===== src/ggh_pkg.sv =====
package ggh_pkg;

  // default sizes handed to the top level parameters
  localparam int DEF_MAX_ROWS    = 64;
  localparam int DEF_MAX_COLS    = 64;
  localparam int DEF_HEIGHT_BITS = 16;

  // stream item layout
  localparam int ROW_W      = 6;
  localparam int COL_W      = 6;
  localparam int HIN_W      = 16;
  localparam int ROW_LSB    = 0;
  localparam int COL_LSB    = ROW_LSB + ROW_W;
  localparam int HGT_LSB    = COL_LSB + COL_W;
  localparam int IN_DATA_W  = 32;
  localparam int RES_W      = 32;
  localparam int NUM_RES    = 5;
  localparam int OUT_DATA_W = RES_W * NUM_RES;

  localparam logic KIND_WRITE = 1'b0;
  localparam logic KIND_QUERY = 1'b1;

  // configuration port
  localparam int CFG_ADDR_W = 5;
  localparam int CFG_DATA_W = 32;
  localparam int MAP_W      = 7;

  localparam logic [2:0] REG_MAP_ROWS    = 3'd0;
  localparam logic [2:0] REG_MAP_COLS    = 3'd1;
  localparam logic [2:0] REG_GRAD_SCALE  = 3'd2;
  localparam logic [2:0] REG_CURV_SCALE  = 3'd3;
  localparam logic [2:0] REG_CROSS_SCALE = 3'd4;

  localparam logic [MAP_W-1:0]      RST_MAP_ROWS    = 7'd64;
  localparam logic [MAP_W-1:0]      RST_MAP_COLS    = 7'd64;
  localparam logic [CFG_DATA_W-1:0] RST_GRAD_SCALE  = 32'd5461;
  localparam logic [CFG_DATA_W-1:0] RST_CURV_SCALE  = 32'd5461;
  localparam logic [CFG_DATA_W-1:0] RST_CROSS_SCALE = 32'd455;

  // stencil window
  localparam int         WIN_TAPS = 5;
  localparam int         WIN_HALF = 2;
  localparam logic [2:0] LAST_TAP = 3'd4;

  // result slots, also the order of the scaling passes
  localparam logic [2:0] RES_GX  = 3'd0;
  localparam logic [2:0] RES_GY  = 3'd1;
  localparam logic [2:0] RES_CXX = 3'd2;
  localparam logic [2:0] RES_CYY = 3'd3;
  localparam logic [2:0] RES_CXY = 3'd4;

  typedef struct packed {
    logic [MAP_W-1:0]      map_rows;
    logic [MAP_W-1:0]      map_cols;
    logic [CFG_DATA_W-1:0] grad_scale;
    logic [CFG_DATA_W-1:0] curv_scale;
    logic [CFG_DATA_W-1:0] cross_scale;
  } cfg_t;

  typedef enum logic [2:0] {
    ST_IDLE,
    ST_READ,
    ST_DRAIN,
    ST_SCALE,
    ST_SCALE_WAIT,
    ST_FINISH
  } state_t;

  // first derivative taps
  function automatic logic signed [7:0] w_d1(input logic [2:0] k);
    logic signed [7:0] w;
    case (k)
      3'd0:    w = -8'sd1;
      3'd1:    w = 8'sd8;
      3'd2:    w = 8'sd0;
      3'd3:    w = -8'sd8;
      3'd4:    w = 8'sd1;
      default: w = 8'sd0;
    endcase
    return w;
  endfunction

  // second derivative taps
  function automatic logic signed [7:0] w_d2(input logic [2:0] k);
    logic signed [7:0] w;
    case (k)
      3'd0:    w = -8'sd1;
      3'd1:    w = 8'sd16;
      3'd2:    w = -8'sd30;
      3'd3:    w = 8'sd16;
      3'd4:    w = -8'sd1;
      default: w = 8'sd0;
    endcase
    return w;
  endfunction

  // outer product of the first derivative taps, for the mixed term
  function automatic logic signed [7:0] w_cross(input logic [2:0] j, input logic [2:0] i);
    logic signed [15:0] p;
    p = 16'(w_d1(j)) * 16'(w_d1(i));
    return p[7:0];
  endfunction

endpackage


===== src/ggh_scale.sv =====
module ggh_scale #(
  parameter int SUM_W = ggh_pkg::DEF_HEIGHT_BITS + 9
) (
  input  logic                           clk,
  input  logic                           rst_n,
  input  logic                           start,
  input  logic signed [SUM_W-1:0]        sum,
  input  logic [ggh_pkg::CFG_DATA_W-1:0] scale,
  output logic                           done,
  output logic [ggh_pkg::RES_W-1:0]      result
);
  import ggh_pkg::*;

  localparam int LO_W = (SUM_W + 1) / 2;
  localparam int HI_W = SUM_W - LO_W;
  localparam int PW   = SUM_W + CFG_DATA_W;
  localparam int QW   = PW - 16;
  localparam logic [PW-1:0]    ROUND_HALF = PW'(32768);
  localparam logic [RES_W-1:0] POS_MAX    = 32'h7FFF_FFFF;
  localparam logic [RES_W-1:0] NEG_MAG    = 32'h8000_0000;

  logic [SUM_W-1:0]           mag;
  logic                       v1_r, v2_r, v3_r;
  logic                       neg1_r, neg2_r, neg3_r;
  logic [LO_W-1:0]            lo1_r;
  logic [HI_W-1:0]            hi1_r, hi2_r;
  logic [CFG_DATA_W-1:0]      sc1_r, sc2_r;
  logic [LO_W+CFG_DATA_W-1:0] plo_r;
  logic [HI_W+CFG_DATA_W-1:0] phi;
  logic [PW-1:0]              full_r;
  logic [PW-1:0]              rnd;
  logic [QW-1:0]              q;
  logic [RES_W-1:0]           qs;

  assign mag = sum[SUM_W-1] ? SUM_W'(-sum) : SUM_W'(sum);
  assign phi = (HI_W+CFG_DATA_W)'(hi2_r) * (HI_W+CFG_DATA_W)'(sc2_r);

  always_ff @(posedge clk) begin
    if (!rst_n) begin
      v1_r <= 1'b0;
      v2_r <= 1'b0;
      v3_r <= 1'b0;
    end else begin
      v1_r <= start;
      v2_r <= v1_r;
      v3_r <= v2_r;
    end
  end

  // magnitude split in halves, one partial product per stage
  always_ff @(posedge clk) begin
    neg1_r <= sum[SUM_W-1];
    lo1_r  <= mag[LO_W-1:0];
    hi1_r  <= mag[SUM_W-1:LO_W];
    sc1_r  <= scale;
    neg2_r <= neg1_r;
    hi2_r  <= hi1_r;
    sc2_r  <= sc1_r;
    plo_r  <= (LO_W+CFG_DATA_W)'(lo1_r) * (LO_W+CFG_DATA_W)'(sc1_r);
    neg3_r <= neg2_r;
    full_r <= PW'(plo_r) + (PW'(phi) << LO_W);
  end

  // round half away from zero on the magnitude, then saturate
  assign rnd = full_r + ROUND_HALF;
  assign q   = rnd[PW-1:16];

  always_comb begin
    if (!neg3_r) begin
      qs     = (q > QW'(POS_MAX)) ? POS_MAX : q[RES_W-1:0];
      result = qs;
    end else begin
      qs     = (q > QW'(NEG_MAG)) ? NEG_MAG : q[RES_W-1:0];
      result = -qs;
    end
  end

  assign done = v3_r;

endmodule


===== config.mk =====
export PLATFORM = sky130hd
export DESIGN_NAME = ggh_scale
export DESIGN_NICKNAME = d
export VERILOG_FILES = /design/src/ggh_pkg.sv /design/src/ggh_scale.sv
export SDC_FILE = /design/constraint.sdc
export NUM_CORES = 2
export LEC_CHECK = 0
export ABC_AREA = 1
export ABC_CLOCK_PERIOD_IN_PS = 8500
export BUFFER_PORTS_ARGS = -buffer_cell sky130_fd_sc_hd__buf_2
export CORE_UTILIZATION = 52
export CTS_BUF_LIST = sky130_fd_sc_hd__clkbuf_2
export DETAILED_ROUTE_END_ITERATION = 10
export HOLD_SLACK_MARGIN = 0.06
export PLACE_DENSITY_LB_ADDON = 0.3
export REMOVE_ABC_BUFFERS = 1
export SETUP_SLACK_MARGIN = 0.15
export SYNTH_ARGS = -nofsm -noshare
export SYNTH_HDL_FRONTEND = slang
export SYNTH_SLANG_ARGS = --single-unit

===== constraint.sdc =====
create_clock -name clk -period 8.5 [get_ports clk]
set_input_delay 0.425 -clock clk [delete_from_list [all_inputs] [get_ports clk]]
set_output_delay 0.425 -clock clk [all_outputs]
set_load 0.005 [all_outputs]

==> results by stage <==
Drt:
- In the routed layout, each cell is associated on average with a via count of 5.27.
- The number of routed nets with antenna violations is 0.
- The count of TritonRoute iterations in the first routing pass is 8.
- The remaining design rule violation count is 0.
- The via count of the routed design is 29500.
- The wire length per cell is 17.3 um.
- The total wirelength of the detailed-routed design is 96800 um.
- The first routing iteration left 1953 violations.

Floorplan:
- For this configuration, the core starts out at a cell density of 52.8%.
- The die covers 66700 um2.
- The I/O pin count is 93.
- The floorplan step defined a core boundary enclosing 64700 um2.
- The vertical die dimension is 258 um.
- The die outline width is 258 um.
- The floorplan has 93 rows.

CTS:
- After clock tree synthesis, the clock-pin slew on the worst setup and hold paths is 0.33 ns.
- The number of levels the H-tree was split into is 4.
- The clock passes through at most 2 buffers.
- The number of hold buffers added after cts is 143.
- TritonCTS built the clock tree.
- Gates resized during post-CTS repair numbered 0.
- The clock tree root driver cell is sky130_fd_sc_hd__clkbuf_2.
- The total clock buffers created by CTS is 17.
- Buffers added to address setup during post-CTS repair amount to 0.
- The number of clock sinks is 181.
- The clock reaches the later pin of the worst-skew pair after 1.12 ns.

Setup path:
- For the worst flop-to-flop path, the logic depth is 30.
- The endpoint required time on the critical path is 9.50 ns.
- Along the worst path, the maximum fanout reaches 20.
- The critical path is of the flip-flop to flip-flop type.
- The number of buffers and inverters on the critical path is 3.
- The worst setup path is launched from a flip-flop.
- The timing endpoint of the critical path is full_r[54]$_DFF_P_.
- For this run, the slowest stage of the critical path takes 0.96 ns.
- The startpoint of the lowest-slack register-to-register path is hi2_r[4]$_DFF_P_.
- The most prevalent standard cell on the critical path is sky130_fd_sc_hd__nand2_1.
- At the worst endpoint, the arrival time is 8.56 ns.
- The critical path's top delay family is adder cells.
- In this run the critical register-to-register path is captured at full_r[54]$_DFF_P_.
- Counting buffers and inverters, the worst setup path is 30 cells deep.
- The setup slack on the worst flop-to-flop path is 0.94 ns.
- In this run the worst setup path begins at hi2_r[4]$_DFF_P_.
- The largest individual stage delay along the critical path comes from the cell sky130_fd_sc_hd__dfxtp_1.
- STA classifies the critical path endpoint as a flip-flop.

GRT:
- The total track usage is 30.1%.
- The global-route wire length before repair is 158000 um.
- The pin count of the biggest net entering global routing is 45.
- The number of antenna violations at the first check in global routing is 8.
- For this run the aggregate overflow at the end of global routing stands at 0.
- The via count of the first global-routing pass is 30800.

Synth:
- The number of standard cells after synthesis is 4589.
- In the synthesized netlist the dominant register cell turns out to be sky130_fd_sc_hd__dfxtp_1.
- The most common cell in the netlist is sky130_fd_sc_hd__nand2_1.
- Multiplexer cells account for 0% of the synthesized area.
- The fraction of synthesized cell area in xor and xnor cells is 3.44%.
- The biggest area contributor in the post-synthesis netlist is sky130_fd_sc_hd__fa_1.
- The number of register bits inferred by synthesis is 181.
- The top cell type's share of synthesized area is 36.9%.
- The post-synthesis instance area is 34200 um2.
- For this run, asynchronously set or reset flops after synthesis account for 0%.
- The share of synthesized cell area in full adder, half adder and majority cells is 44.3%.
- Of the synthesized area, sequential elements account for 10.6%.
- After Yosys synthesis, and, or, nand and nor cells account for 21.4% of the synthesized area.
- By area, the combinational part of the netlist is dominated by adder cells.
- The distinct cell type count of the synthesized netlist is 57.
- Dividing the synthesized area by the synthesized cell count gives 7.44 um2.
- The number of synthesized flops with an enable pin is 0.
- Summing the areas of all compound-gate instances in the mapped netlist gives 6.61% of the synthesized area.
- By count the netlist is led by sky130_fd_sc_hd__nand2_1 (1350), sky130_fd_sc_hd__inv_1 (1066), sky130_fd_sc_hd__fa_1 (629).
- Yosys attributes the largest share of cell area to sky130_fd_sc_hd__fa_1 (37%), sky130_fd_sc_hd__nand2_1 (15%), sky130_fd_sc_hd__inv_1 (12%), sky130_fd_sc_hd__dfxtp_1 (11%), sky130_fd_sc_hd__ha_1 (7.4%).
- The total of warnings raised by yosys is 0.

Finish:
- The fraction of final layout cells with drive strength greater than 1 is 4.33%.
- The area added between synthesis and finish is 8.38%.
- The number of nets in the finished design is 5614.

STA:
- Counting I/O delays and the setup requirement, the final critical path takes 7.56 ns.
- The final hold violation count is 0.
- Headroom to the max-slew limit came out at 27.3%.
- The final critical path takes up 88.9% of the cycle.
- At the pin with the least slew margin, the transition time is 1.09 ns.
- Setup violations remaining at the end of the flow were counted as 0.
- Setup repair after global routing left no endpoint under its margin.
- The final number of max-transition violations was 0.
- For this run, the top clock speed supported by timing is 132 MHz.
- The final clock skew is 0.0793 ns.
- The setup TNS is 0 ns.

Min path:
- The worst min-delay path category is primary input to flip-flop.

Place:
- The congestion estimate from routability-driven global placement came to 0.967.
- The wire-length estimate of the detail-placed layout is 77200 um.
- The number of input and output port buffers inserted is 92.

Run:
- Across the run, the number of max-cap violations was 0.

Status:
- The run finished with clean final reports.
how the worst min path moves through the flow:
stage	start	depth (start not counted)	slack (ns)	endpoint
finish	sum[24]	4	0.25	lo1_r[1]$_DFF_P_
global placement	hi1_r[2]$_DFF_P_	0	0.31	hi2_r[2]$_DFF_P_
global route	sum[24]	4	0.19	lo1_r[1]$_DFF_P_
floorplan	hi1_r[0]$_DFF_P_	0	0.31	hi2_r[0]$_DFF_P_
detailed placement	hi1_r[1]$_DFF_P_	0	0.31	hi2_r[1]$_DFF_P_
CTS	sum[24]	4	0.12	lo1_r[1]$_DFF_P_
kinds of logic after synthesis:
| family | Yosys count |
|---|---|
| compound gates | 390 |
| xor+xnor | 134 |
| fa+ha+maj | 832 |
| buf+inv | 1226 |
| flops | 181 |
| simple gates | 1826 |
area by class of cell:
class | count | area (um2)
fillers | 6121 | 27700
multi-input cells | 3182 | 25900
inverters | 1070 | 4020
flip-flops and latches | 181 | 3620
repair buffers | 270 | 2150
well taps | 855 | 1070
clock inverters | 15 | 173
clock buffers | 17 | 85.1
diodes | 7 | 17.5
state kept, by name, summed over array words and instances, names as in the netlist:
register	count
neg3_r	1
done	1
hi1_r	12
neg1_r	1
full_r	42
hi2_r	12
v1_r	1
plo_r	32
v2_r	1
lo1_r	13
neg2_r	1
sc1_r	32
sc2_r	32
worst min-delay path, stage by stage:
cell and delay (ns):
sky130_fd_sc_hd__dlygate4sd3_1 0.53, sky130_fd_sc_hd__buf_2 0.22, sky130_fd_sc_hd__nand2_1 0.08, sky130_fd_sc_hd__o21ai_0 0.08
cells in the final DEF (no fill, tap or decap), types with 15 or more instances in the layout:
master and n:
sky130_fd_sc_hd__nand2_1 1350, sky130_fd_sc_hd__inv_1 1066, sky130_fd_sc_hd__fa_1 629, sky130_fd_sc_hd__nor2_1 268, sky130_fd_sc_hd__ha_1 203, sky130_fd_sc_hd__dfxtp_1 180
sky130_fd_sc_hd__a21oi_1 162, sky130_fd_sc_hd__dlygate4sd3_1 143, sky130_fd_sc_hd__o21ai_0 104, sky130_fd_sc_hd__nand3_1 102, sky130_fd_sc_hd__buf_2 92, sky130_fd_sc_hd__xor2_1 89
sky130_fd_sc_hd__xnor2_1 45, sky130_fd_sc_hd__buf_4 35, sky130_fd_sc_hd__nand4_1 31, sky130_fd_sc_hd__nor3_1 21, sky130_fd_sc_hd__clkbuf_2 17, sky130_fd_sc_hd__o21ai_1 16
sky130_fd_sc_hd__o21bai_1 15
metal layers:
layer  track usage (%)  share of wire (%)  vias up
li1                  -                  -    13800
met1              36.8                 40    14300
met2              51.7                 49     1103
met3              6.07                7.6      236
met4              13.0                4.2        0
met5                 0                  0        -
per-stage QoR:
step	utilization, %	hold WS, ns	area, um2	instances	worst slack, ns
2_1_floorplan	-	0.310	33500	4433	1.84
3_3_place_gp	54.6	0.311	35300	5415	1.08
3_5_place_dp	54.6	0.312	35300	5415	0.973
4_1_cts	57.2	0.118	37000	5590	0.956
5_1_grt	57.2	0.193	37000	5595	0.276
6_report	57.2	0.253	37000	5597	0.940
Power is left out: the tool's default activity adds up to more than one toggle a clock period on the data nets, which glitch-free logic cannot reach.
