### config.mk
export PLATFORM = sky130hd
export DESIGN_NAME = ggh_regs
export DESIGN_NICKNAME = d
export VERILOG_FILES = /design/src/ggh_pkg.sv /design/src/ggh_regs.sv
export SDC_FILE = /design/constraint.sdc
export NUM_CORES = 1
export LEC_CHECK = 0
export BUFFER_PORTS_ARGS = -buffer_cell sky130_fd_sc_hd__buf_2
export CAP_MARGIN = 30
export CORE_MARGIN = 4
export CORE_UTILIZATION = 40
export DETAILED_ROUTE_END_ITERATION = 10
export HOLD_SLACK_MARGIN = 0.15
export PLACE_DENSITY = 0.65
export SLEW_MARGIN = 30
export SYNTH_ARGS = -nofsm -noshare
export SYNTH_HDL_FRONTEND = slang
export SYNTH_SLANG_ARGS = --single-unit
### constraint.sdc
create_clock -name clk -period 1.6 [get_ports clk]
set_clock_uncertainty 0.05 [all_clocks]
set_input_delay 0.16 -clock clk [delete_from_list [all_inputs] [get_ports clk]]
set_output_delay 0.16 -clock clk [all_outputs]
set_load 0.01 [all_outputs]
### src/ggh_pkg.sv
package ggh_pkg;

  // default sizes handed to the top level parameters
  localparam int DEF_MAX_ROWS    = 64;
  localparam int DEF_MAX_COLS    = 64;
  localparam int DEF_HEIGHT_BITS = 16;

  // stream item layout
  localparam int ROW_W      = 6;
  localparam int COL_W      = 6;
  localparam int HIN_W      = 16;
  localparam int ROW_LSB    = 0;
  localparam int COL_LSB    = ROW_LSB + ROW_W;
  localparam int HGT_LSB    = COL_LSB + COL_W;
  localparam int IN_DATA_W  = 32;
  localparam int RES_W      = 32;
  localparam int NUM_RES    = 5;
  localparam int OUT_DATA_W = RES_W * NUM_RES;

  localparam logic KIND_WRITE = 1'b0;
  localparam logic KIND_QUERY = 1'b1;

  // configuration port
  localparam int CFG_ADDR_W = 5;
  localparam int CFG_DATA_W = 32;
  localparam int MAP_W      = 7;

  localparam logic [2:0] REG_MAP_ROWS    = 3'd0;
  localparam logic [2:0] REG_MAP_COLS    = 3'd1;
  localparam logic [2:0] REG_GRAD_SCALE  = 3'd2;
  localparam logic [2:0] REG_CURV_SCALE  = 3'd3;
  localparam logic [2:0] REG_CROSS_SCALE = 3'd4;

  localparam logic [MAP_W-1:0]      RST_MAP_ROWS    = 7'd64;
  localparam logic [MAP_W-1:0]      RST_MAP_COLS    = 7'd64;
  localparam logic [CFG_DATA_W-1:0] RST_GRAD_SCALE  = 32'd5461;
  localparam logic [CFG_DATA_W-1:0] RST_CURV_SCALE  = 32'd5461;
  localparam logic [CFG_DATA_W-1:0] RST_CROSS_SCALE = 32'd455;

  // stencil window
  localparam int         WIN_TAPS = 5;
  localparam int         WIN_HALF = 2;
  localparam logic [2:0] LAST_TAP = 3'd4;

  // result slots, also the order of the scaling passes
  localparam logic [2:0] RES_GX  = 3'd0;
  localparam logic [2:0] RES_GY  = 3'd1;
  localparam logic [2:0] RES_CXX = 3'd2;
  localparam logic [2:0] RES_CYY = 3'd3;
  localparam logic [2:0] RES_CXY = 3'd4;

  typedef struct packed {
    logic [MAP_W-1:0]      map_rows;
    logic [MAP_W-1:0]      map_cols;
    logic [CFG_DATA_W-1:0] grad_scale;
    logic [CFG_DATA_W-1:0] curv_scale;
    logic [CFG_DATA_W-1:0] cross_scale;
  } cfg_t;

  typedef enum logic [2:0] {
    ST_IDLE,
    ST_READ,
    ST_DRAIN,
    ST_SCALE,
    ST_SCALE_WAIT,
    ST_FINISH
  } state_t;

  // first derivative taps
  function automatic logic signed [7:0] w_d1(input logic [2:0] k);
    logic signed [7:0] w;
    case (k)
      3'd0:    w = -8'sd1;
      3'd1:    w = 8'sd8;
      3'd2:    w = 8'sd0;
      3'd3:    w = -8'sd8;
      3'd4:    w = 8'sd1;
      default: w = 8'sd0;
    endcase
    return w;
  endfunction

  // second derivative taps
  function automatic logic signed [7:0] w_d2(input logic [2:0] k);
    logic signed [7:0] w;
    case (k)
      3'd0:    w = -8'sd1;
      3'd1:    w = 8'sd16;
      3'd2:    w = -8'sd30;
      3'd3:    w = 8'sd16;
      3'd4:    w = -8'sd1;
      default: w = 8'sd0;
    endcase
    return w;
  endfunction

  // outer product of the first derivative taps, for the mixed term
  function automatic logic signed [7:0] w_cross(input logic [2:0] j, input logic [2:0] i);
    logic signed [15:0] p;
    p = 16'(w_d1(j)) * 16'(w_d1(i));
    return p[7:0];
  endfunction

endpackage

### src/ggh_regs.sv
module ggh_regs (
  input  logic                               clk,
  input  logic                               rst_n,
  input  logic                               cfg_psel,
  input  logic                               cfg_penable,
  input  logic                               cfg_pwrite,
  input  logic [ggh_pkg::CFG_ADDR_W-1:0]     cfg_paddr,
  input  logic [ggh_pkg::CFG_DATA_W-1:0]     cfg_pwdata,
  output logic [ggh_pkg::CFG_DATA_W-1:0]     cfg_prdata,
  output logic                               cfg_pready,
  output ggh_pkg::cfg_t                      cfg
);
  import ggh_pkg::*;

  cfg_t       cfg_r;
  logic [2:0] reg_idx;
  logic       wr_en;

  assign reg_idx    = cfg_paddr[CFG_ADDR_W-1:2];
  assign wr_en      = cfg_psel & cfg_penable & cfg_pwrite;
  assign cfg_pready = 1'b1;
  assign cfg        = cfg_r;

  always_ff @(posedge clk) begin
    if (!rst_n) begin
      cfg_r.map_rows    <= RST_MAP_ROWS;
      cfg_r.map_cols    <= RST_MAP_COLS;
      cfg_r.grad_scale  <= RST_GRAD_SCALE;
      cfg_r.curv_scale  <= RST_CURV_SCALE;
      cfg_r.cross_scale <= RST_CROSS_SCALE;
    end else if (wr_en) begin
      case (reg_idx)
        REG_MAP_ROWS:    cfg_r.map_rows    <= cfg_pwdata[MAP_W-1:0];
        REG_MAP_COLS:    cfg_r.map_cols    <= cfg_pwdata[MAP_W-1:0];
        REG_GRAD_SCALE:  cfg_r.grad_scale  <= cfg_pwdata;
        REG_CURV_SCALE:  cfg_r.curv_scale  <= cfg_pwdata;
        REG_CROSS_SCALE: cfg_r.cross_scale <= cfg_pwdata;
        default: ;
      endcase
    end
  end

  always_comb begin
    case (reg_idx)
      REG_MAP_ROWS:    cfg_prdata = CFG_DATA_W'(cfg_r.map_rows);
      REG_MAP_COLS:    cfg_prdata = CFG_DATA_W'(cfg_r.map_cols);
      REG_GRAD_SCALE:  cfg_prdata = cfg_r.grad_scale;
      REG_CURV_SCALE:  cfg_prdata = cfg_r.curv_scale;
      REG_CROSS_SCALE: cfg_prdata = cfg_r.cross_scale;
      default:         cfg_prdata = '0;
    endcase
  end

endmodule

==> flow_summary.ini, run 1 <==
[floorplanning]
die_y_um = 120.0
start_util = 0.4123
dieWidth_um = 120.0
die_area_um2 = 14390
io_pins = 185
core_um2 = 12160
row_count = 40

[drt]
drt-initial-drc-count = 283
avgRoutedWirePerCell_um = 16.30
drt_first_pass_iters = 5
drt-total-wl_um = 14900
postRouteAntennaNets = 0
drc = 0
detail_route.vias_per_cell = 4.977
vias = 4549

[sta]
max_freq_mhz = 642.0
setup_viol = 0
rsz0062_at_grt = yes
period_share = 0.9736
hold_violations = 0
period_minus_slack_ns = 1.558
setup_ws_ns = 0.04230
finalMaxSlewViolations = 0

[critical_path]
path_max_fanout = 3
cp.buffers_inverters = 1
cp.required_ns = 1.39
worstSetupEndpointType = output pin
critPathArrivalTime_ns = 1.35
crit_type = register to output pin
critPathMaxStageDelay_ns = 0.34
cp_slowest_cell = dfxtp_2
worstSetupStartpointType = register
path_cells = mux2_4, a22oi_1, o22ai_1, buf_2
cp_top_family = flip-flops

[flow_run]
drv_cap = 0

[clock_network]
postCtsSetupBuffers = 0
cts-root-buf = clkbuf_16
cts_buffer_depth = 2
clock-sinks = 110
clk_pin_slew_ns = 0.07
cts_made_buffers = 9
cts_max_level = 3
clk_latency_ns = 0.34
cts_tree = built

[finish]
final_cell_mix = buf_2, nand2_1, mux2i_1
syn2layout_area_growth_pct = 36.58
multi_input_area_um2 = 2586
register_area_um2 = 2208
nets = 783
post-route-util = 0.5632
layout_commonest_cell = buf_2
nFillCells = 1079
largest_register_ffs = 110
stdcell_count = 914
diodes = 0
drive_gt1_frac = 0.3257

[power_and_ir_drop]
p_leak_uw = 0.003397
vdd_drop_max_uv = 459.3
finalPower_uw = 5419
powerDensity_nw_per_um2 = 791.2

[synthesis]
syn-cell-area_um2 = 5015
yosysSeqAreaShare = 0.4391
synth_cell_types = 32
ys_ff_latch = 110
yosys_warnings = 0
avgSynthCellArea_um2 = 9.391
netlist_instances = 534
syn-num-nets = 576

[place]
place_congestion = 0.8191
pre_cts_slack_ns = 0.04385
dp_cells = 866
numPortBuffers = 181
dp_hpwl_um = 10260

[global_routing]
grt_pass1_wl_um = 23720
grt_pass1_vias = 4671
antenna_found_initial = 0
grt_max_degree = 77
grt_overflow = 0
grt_usage = 0.2019

[worst_hold_path]
min_path_type = input pin to register

[status]
run_status = completed
## layout make-up
cell class,instances,area share
Sequential cell,110,0.3224
Clock inverter,7,0.008586
Inverter,3,0.001644
Multi-Input combinational cell,378,0.3776
Tap cell,168,0.03069
Clock buffer,9,0.03288
Timing Repair Buffer,239,0.2262
## report_power, final
part           leakage (uW)  switching [uW]  internal, uW
sequential         0.000885            17.7          2760
clock              0.000137            1050          1080
combinational       0.00237             282           239
total               0.00340            1350          4070
## Yosys cell counts, drive strengths merged
master	number	area (um2)
nor2	1	6.260
mux2i	129	1291
a21oi	6	30.03
a22oi	14	105.1
and4b	1	10.01
nand2	144	548.0
nor3b	2	31.28
mux2	7	78.82
nor2b	25	156.4
o22ai	7	43.79
nand3b	1	7.510
and3	1	6.260
buf	21	170.2
nand2b	4	25.02
and2	1	6.260
nand4b	1	8.760
o21ai	25	125.1
conb	1	3.750
nor3	1	16.27
o211ai	3	22.52
inv	3	11.26
dfxtp	110	2202
nand3	4	25.02
clkbuf	22	83.83
## metal layers
| layer | GRT usage | up-vias | routed length, um |
|---|---|---|---|
| li1 | - | 2232 | - |
| met1 | 0.2529 | 2150 | 6324 |
| met2 | 0.3579 | 153 | 7629 |
| met3 | 0.02686 | 14 | 753 |
| met4 | 0.06442 | 0 | 188 |
| met5 | 0 | - | 0 |
## timing repair
action | CTS | global route
gates cloned | 0 | 0
setup endpoints to repair | 2 | 5
hold buffers | 32 | 0
pin swaps | 0 | 3
endpoints found under the hold margin | 109 | 0
resized for setup | 2 | 10
## worst reg2reg max path, stage by stage, from the launching register on
cell      delay [ns]
dfxtp_1         0.35
nand2b_1        0.16
a21oi_1         0.12
a21oi_1         0.05
## final timing paths
check | from | to | slack [ns] | depth (start not counted)
min | rst_n | cfg[109] | 0.24 | 3
max | cfg[70] | cfg_prdata[6] | 0.04 | 4
min reg2reg | cfg[30] | cfg[30] | 0.43 | 2
max reg2reg | cfg[6] | cfg[6] | 0.74 | 3
## metrics by stage
stage | area, um2 | TNS (ns) | hold slack [ns]
after floorplan | 5015 | 0 | 0.2521
after global placement | 6206 | 0 | 0.3751
after detailed placement | 6206 | 0 | 0.3823
after CTS | 6813 | 0 | 0.2334
after global routing | 6849 | -0.02079 | 0.2505
final | 6849 | 0 | 0.2396
## cell families (layout without fill, tap and decap cells)
kind of cell / after synthesis / in the layout / synth area share
AO/OA/AOI/OAI: 55 / 55 / 0.06512
buffers and inverters: 46 / 258 / 0.05289
flip-flops: 110 / 110 / 0.4391
multiplexers: 136 / 136 / 0.2732
other: 1 / 1 / 0.0007478
AND/OR/NAND/NOR: 186 / 186 / 0.1689
Power figures use the tool's default switching activity.
==> run 2: changes to the inputs <==
--- a/config.mk
+++ b/config.mk
@@ -9,6 +9,7 @@
 export CAP_MARGIN = 30
 export CORE_MARGIN = 4
 export CORE_UTILIZATION = 40
+export CTS_BUF_LIST = sky130_fd_sc_hd__clkbuf_4 sky130_fd_sc_hd__clkbuf_8
 export DETAILED_ROUTE_END_ITERATION = 10
 export HOLD_SLACK_MARGIN = 0.15
 export PLACE_DENSITY = 0.65
==> run 2 against run 1 <==
The run now ends with negative setup slack left. Power down 9.7%. Largest cell class unchanged. Clock power shrank 25%. Highest routed layer unchanged. Largest power group unchanged. Critical path depth stayed put. Hold slack lost 0.046 ns. Critical path type unchanged. Worst setup slack lost 0.046 ns. Sequential cell count did not move. Maximum frequency shrank 2.9%. Via count rose by 1.4%.
==> flow_summary.ini, run 2 (synthesized netlist as in run 1, its figures left out) <==
[finish]
syn2layout_area_growth_pct = 36.63
layout_commonest_cell = buf_2
drive_gt1_frac = 0.3519
largest_register_ffs = 110
diodes = 0
final_cell_mix = buf_2, nand2_1, mux2i_1
nets = 793
nFillCells = 1079

[drt]
drt-total-wl_um = 15120
drt-initial-drc-count = 314
drc = 0
avgRoutedWirePerCell_um = 16.36
vias = 4614
postRouteAntennaNets = 0
detail_route.vias_per_cell = 4.994
drt_first_pass_iters = 4

[global_routing]
grt_pass1_vias = 4717
grt_usage = 0.2037
grt_pass1_wl_um = 23800
grt_max_degree = 77
antenna_found_initial = 0
grt_overflow = 0

[floorplanning]
die_y_um = 120.0
die_area_um2 = 14390
io_pins = 185
dieWidth_um = 120.0
core_um2 = 12160
row_count = 40
start_util = 0.4123

[clock_network]
cts_made_buffers = 9
clk_latency_ns = 0.37
cts_max_level = 3
cts-root-buf = clkbuf_8
clk_pin_slew_ns = 0.11
cts_buffer_depth = 2
cts_tree = built
clock-sinks = 110

[sta]
max_freq_mhz = 623.5
hold_violations = 0
finalMaxSlewViolations = 0
period_share = 1.002
period_minus_slack_ns = 1.604
setup_viol = 1
setup_ws_ns = -0.003768
rsz0062_at_grt = yes
fin_tns_setup_ns = -0.003768

[critical_path]
cp.required_ns = 1.39
worstSetupEndpointType = output pin
critPathArrivalTime_ns = 1.39
worstSetupStartpointType = register
crit_type = register to output pin
path_max_fanout = 2

[power_and_ir_drop]
finalPower_uw = 4896
vdd_drop_max_uv = 380.3
powerDensity_nw_per_um2 = 714.6
p_leak_uw = 0.003412

[place]
place_congestion = 0.8191
dp_hpwl_um = 10260
pre_cts_slack_ns = 0.04385
numPortBuffers = 181

[flow_run]
drv_cap = 0

[status]
violations = negative setup slack
run_status = finished, violations left

[worst_hold_path]
min_path_type = input pin to register
[run 2: cell count changes in the layout (fill, tap and decap cells not counted), moves of 9 or more]
cell and change:
buf_4 +10, clkbuf_8 +9, clkbuf_16 -9, dfxtp_1 -9, dfxtp_2 +9
[run 2: metrics by stage]
stage / utilization / area (um2) / hold slack, ns / instances
floorplan: - / 5015 / 0.2521 / 534
global placement: 0.5103 / 6206 / 0.3751 / 866
CTS: 0.5565 / 6768 / 0.1911 / 919
global route: 0.5634 / 6852 / 0.2008 / 924
finish: 0.5634 / 6852 / 0.1932 / 924
detailed placement: 0.5103 / 6206 / 0.3823 / 866
[run 2: layout make-up]
type / instances / area, um2 / area share
multi-input cells: 378 / 2604 / 0.3800
inverters: 3 / 11.26 / 0.001644
flip-flops and latches: 110 / 2220 / 0.3240
clock inverters: 7 / 58.81 / 0.008583
well taps: 168 / 210.2 / 0.03068
repair buffers: 249 / 1624 / 0.2370
clock buffers: 9 / 123.9 / 0.01808
[run 2: final timing paths]
path	cells after the start	from	slack (ns)	endpoint
max	4	cfg[70]	-0.004	cfg_prdata[6]
min	3	rst_n	0.19	cfg[109]
max reg2reg	3	cfg[6]	0.74	cfg[6]
min reg2reg	2	cfg[69]	0.43	cfg[69]
[run 2: worst max-delay path: stages, from the launching register on]
cell     delay, ns
dfxtp_2       0.35
mux2_4        0.26
a22oi_1       0.18
o22ai_1       0.09
buf_2         0.15
[run 2: per-layer routing]
layer / up-vias / track usage / wire length, um
li1: 2247 / - / -
met2: 131 / 0.3621 / 7678
met4: 0 / 0.06299 / 224
met5: - / 0 / 0
met3: 22 / 0.03487 / 637
met1: 2214 / 0.2503 / 6580
[run 2: timing repair]
action | CTS | global route
hold buffers | 32 | 0
buffers inserted | 5 | 5
setup endpoints to repair | 4 | 7
gates cloned | 0 | 0
gates resized for setup | 11 | 14
pin swaps | 6 | 4
endpoints found under the hold margin | 110 | 0
[run 2: report_power, final]
group | switching (uW) | total [uW] | internal [uW] | leakage [uW]
Combinational | 285 | 526 | 241 | 0.00243
Sequential | 17.4 | 2770 | 2760 | 0.000887
Clock | 1010 | 1590 | 586 | 0.0000913
==> run 3: changes to the inputs <==
--- a/config.mk
+++ b/config.mk
@@ -6,12 +6,12 @@
 export NUM_CORES = 1
 export LEC_CHECK = 0
 export BUFFER_PORTS_ARGS = -buffer_cell sky130_fd_sc_hd__buf_2
-export CAP_MARGIN = 30
+export CAP_MARGIN = 20
 export CORE_MARGIN = 4
 export CORE_UTILIZATION = 40
 export CTS_BUF_LIST = sky130_fd_sc_hd__clkbuf_4 sky130_fd_sc_hd__clkbuf_8
 export DETAILED_ROUTE_END_ITERATION = 10
-export HOLD_SLACK_MARGIN = 0.15
+export HOLD_SLACK_MARGIN = 0.1
 export PLACE_DENSITY = 0.65
 export SLEW_MARGIN = 30
 export SYNTH_ARGS = -nofsm -noshare
==> constraint.sdc (replaced) <==
create_clock -name clk -period 1.7 [get_ports clk]
set_clock_uncertainty 0.05 [all_clocks]
set_input_delay 0.17 -clock clk [delete_from_list [all_inputs] [get_ports clk]]
set_output_delay 0.17 -clock clk [all_outputs]
set_load 0.01 [all_outputs]
==> run 3 against run 2 <==
The flow now finishes without violations. Register-to-register slack improved by 0.11 ns. Largest power group unchanged. Critical path type is now input pin to output pin. Critical endpoint is now cfg_prdata[5]. Core utilization fell by 1.5 points. Global-route usage fell by 0.39 points. Power is 4.2% lower. Via count decreased by 0.67%.
==> flow_summary.ini, run 3 (synthesized netlist as in run 1, its figures left out) <==
[floorplanning]
start_util = 0.4123
row_count = 40
dieWidth_um = 120.0
die_y_um = 120.0
io_pins = 185
core_um2 = 12160
die_area_um2 = 14390

[power_and_ir_drop]
powerDensity_nw_per_um2 = 702.5
vdd_drop_max_uv = 419.0
finalPower_uw = 4688
p_leak_uw = 0.003321

[clock_network]
cts_buffer_depth = 2
clk_pin_slew_ns = 0.10
cts_made_buffers = 9
clock-sinks = 110
cts-root-buf = clkbuf_8
clk_latency_ns = 0.35
cts_max_level = 3
postCtsSetupBuffers = 0
cts_tree = built

[worst_hold_path]
min_path_type = input pin to register
hold_start = cfg_pwdata[5]
hold_depth = 3
hold_end = cfg[101]

[finish]
syn2layout_area_growth_pct = 33.08
drive_gt1_frac = 0.3140
nFillCells = 1125
nets = 780
layout_commonest_cell = buf_2
stdcell_count = 910
largest_register_ffs = 110
final_cell_mix = buf_2, nand2_1, mux2i_1
diodes = 0
fin_area_um2 = 6674

[place]
dpl_cell_area_um2 = 6173
dp_hpwl_um = 10220
dp_cells = 865
place_congestion = 0.7890
pre_cts_slack_ns = 0.1216
numPortBuffers = 181

[critical_path]
worstReg2RegEnd = cfg[2]
r2r_cells = 3
worstSetupStartpointType = input pin
cp.required_ns = 1.48
critPathArrivalTime_ns = 1.39
path_max_fanout = 10
r2r_slack_ns = 0.85
crit_type = input pin to output pin
worstSetupEndpointType = output pin
r2r_start = cfg[2]

[sta]
rsz0062_at_grt = no
period_share = 0.9452
hold_violations = 0
setup_ws_ns = 0.09309
setup_viol = 0
finalMaxSlewViolations = 0
period_minus_slack_ns = 1.607
max_freq_mhz = 622.3
fin_tns_setup_ns = 0

[global_routing]
grt_pass1_wl_um = 23640
antenna_found_initial = 0
grt_max_degree = 66
grt_overflow = 0
grt_pass1_vias = 4607
grt_usage = 0.1998

[drt]
vias = 4583
met3_wirelength_um = 713
drt-initial-drc-count = 222
drc = 0
detail_route.vias_per_cell = 5.036
wl_met1_um = 6434
avgRoutedWirePerCell_um = 16.11
routed.top_layer = met4
drt_first_pass_iters = 4
drt-total-wl_um = 14660
postRouteAntennaNets = 0
dr_wl_met2_um = 7362

[flow_run]
drv_cap = 0

[status]
run_status = completed
[run 3: layer usage]
layer  track usage  up-vias
met2        0.3530      146
met1        0.2539     2216
met4       0.04581        0
met5             0        -
met3       0.03393       13
li1              -     2208
[run 3: what timing repair did]
| item | in CTS | in global routing |
|---|---|---|
| endpoints found under the setup margin | 0 | 1 |
| gates resized for setup | 0 | 3 |
| endpoints found under the hold margin | 95 | 0 |
| hold buffers | 30 | 0 |
[run 3: critical path, stage by stage]
cell and delay [ns]:
buf_2 0.18, buf_12 0.18, nor2_2 0.38, a22oi_1 0.16, o22ai_1 0.16, buf_2 0.16
[run 3: cell type report]
type	instances	area [um2]	share of cell area
clock buffers	9	123.9	0.01856
clock inverters	6	68.82	0.01031
inverters	3	11.26	0.001687
multi-input cells	378	2559	0.3834
flip-flops and latches	110	2205	0.3303
well taps	168	210.2	0.03150
repair buffers	236	1496	0.2242
[run 3: power breakdown]
part / leakage [uW] / switching [uW] / total, uW / internal (uW)
sequential: 0.000887 / 16.5 / 2610 / 2600
clock: 0.0000965 / 913 / 1600 / 689
combinational: 0.00234 / 260 / 474 / 214
[run 3: stage by stage]
stage	hold slack, ns	utilization
after floorplan	0.2621	-
after global placement	0.3808	0.5076
after global routing	0.1358	0.5488
final	0.1248	0.5488
after CTS	0.1069	0.5481
after detailed placement	0.3959	0.5076
[run 3: worst max-delay path by stage]
stage / startpoint / end / slack, ns / depth (start not counted)
6_report: cfg_paddr[2] / cfg_prdata[5] / 0.09 / 6
5_1_grt: cfg[70] / cfg_prdata[6] / 0.006 / 4
4_1_cts: cfg[70] / cfg_prdata[6] / 0.04 / 4
3_5_place_dp: cfg_paddr[4] / cfg[77] / 0.12 / 5
3_3_place_gp: cfg_paddr[3] / cfg[22] / 0.16 / 5
2_1_floorplan: cfg_paddr[4] / cfg_prdata[10] / 0.41 / 5
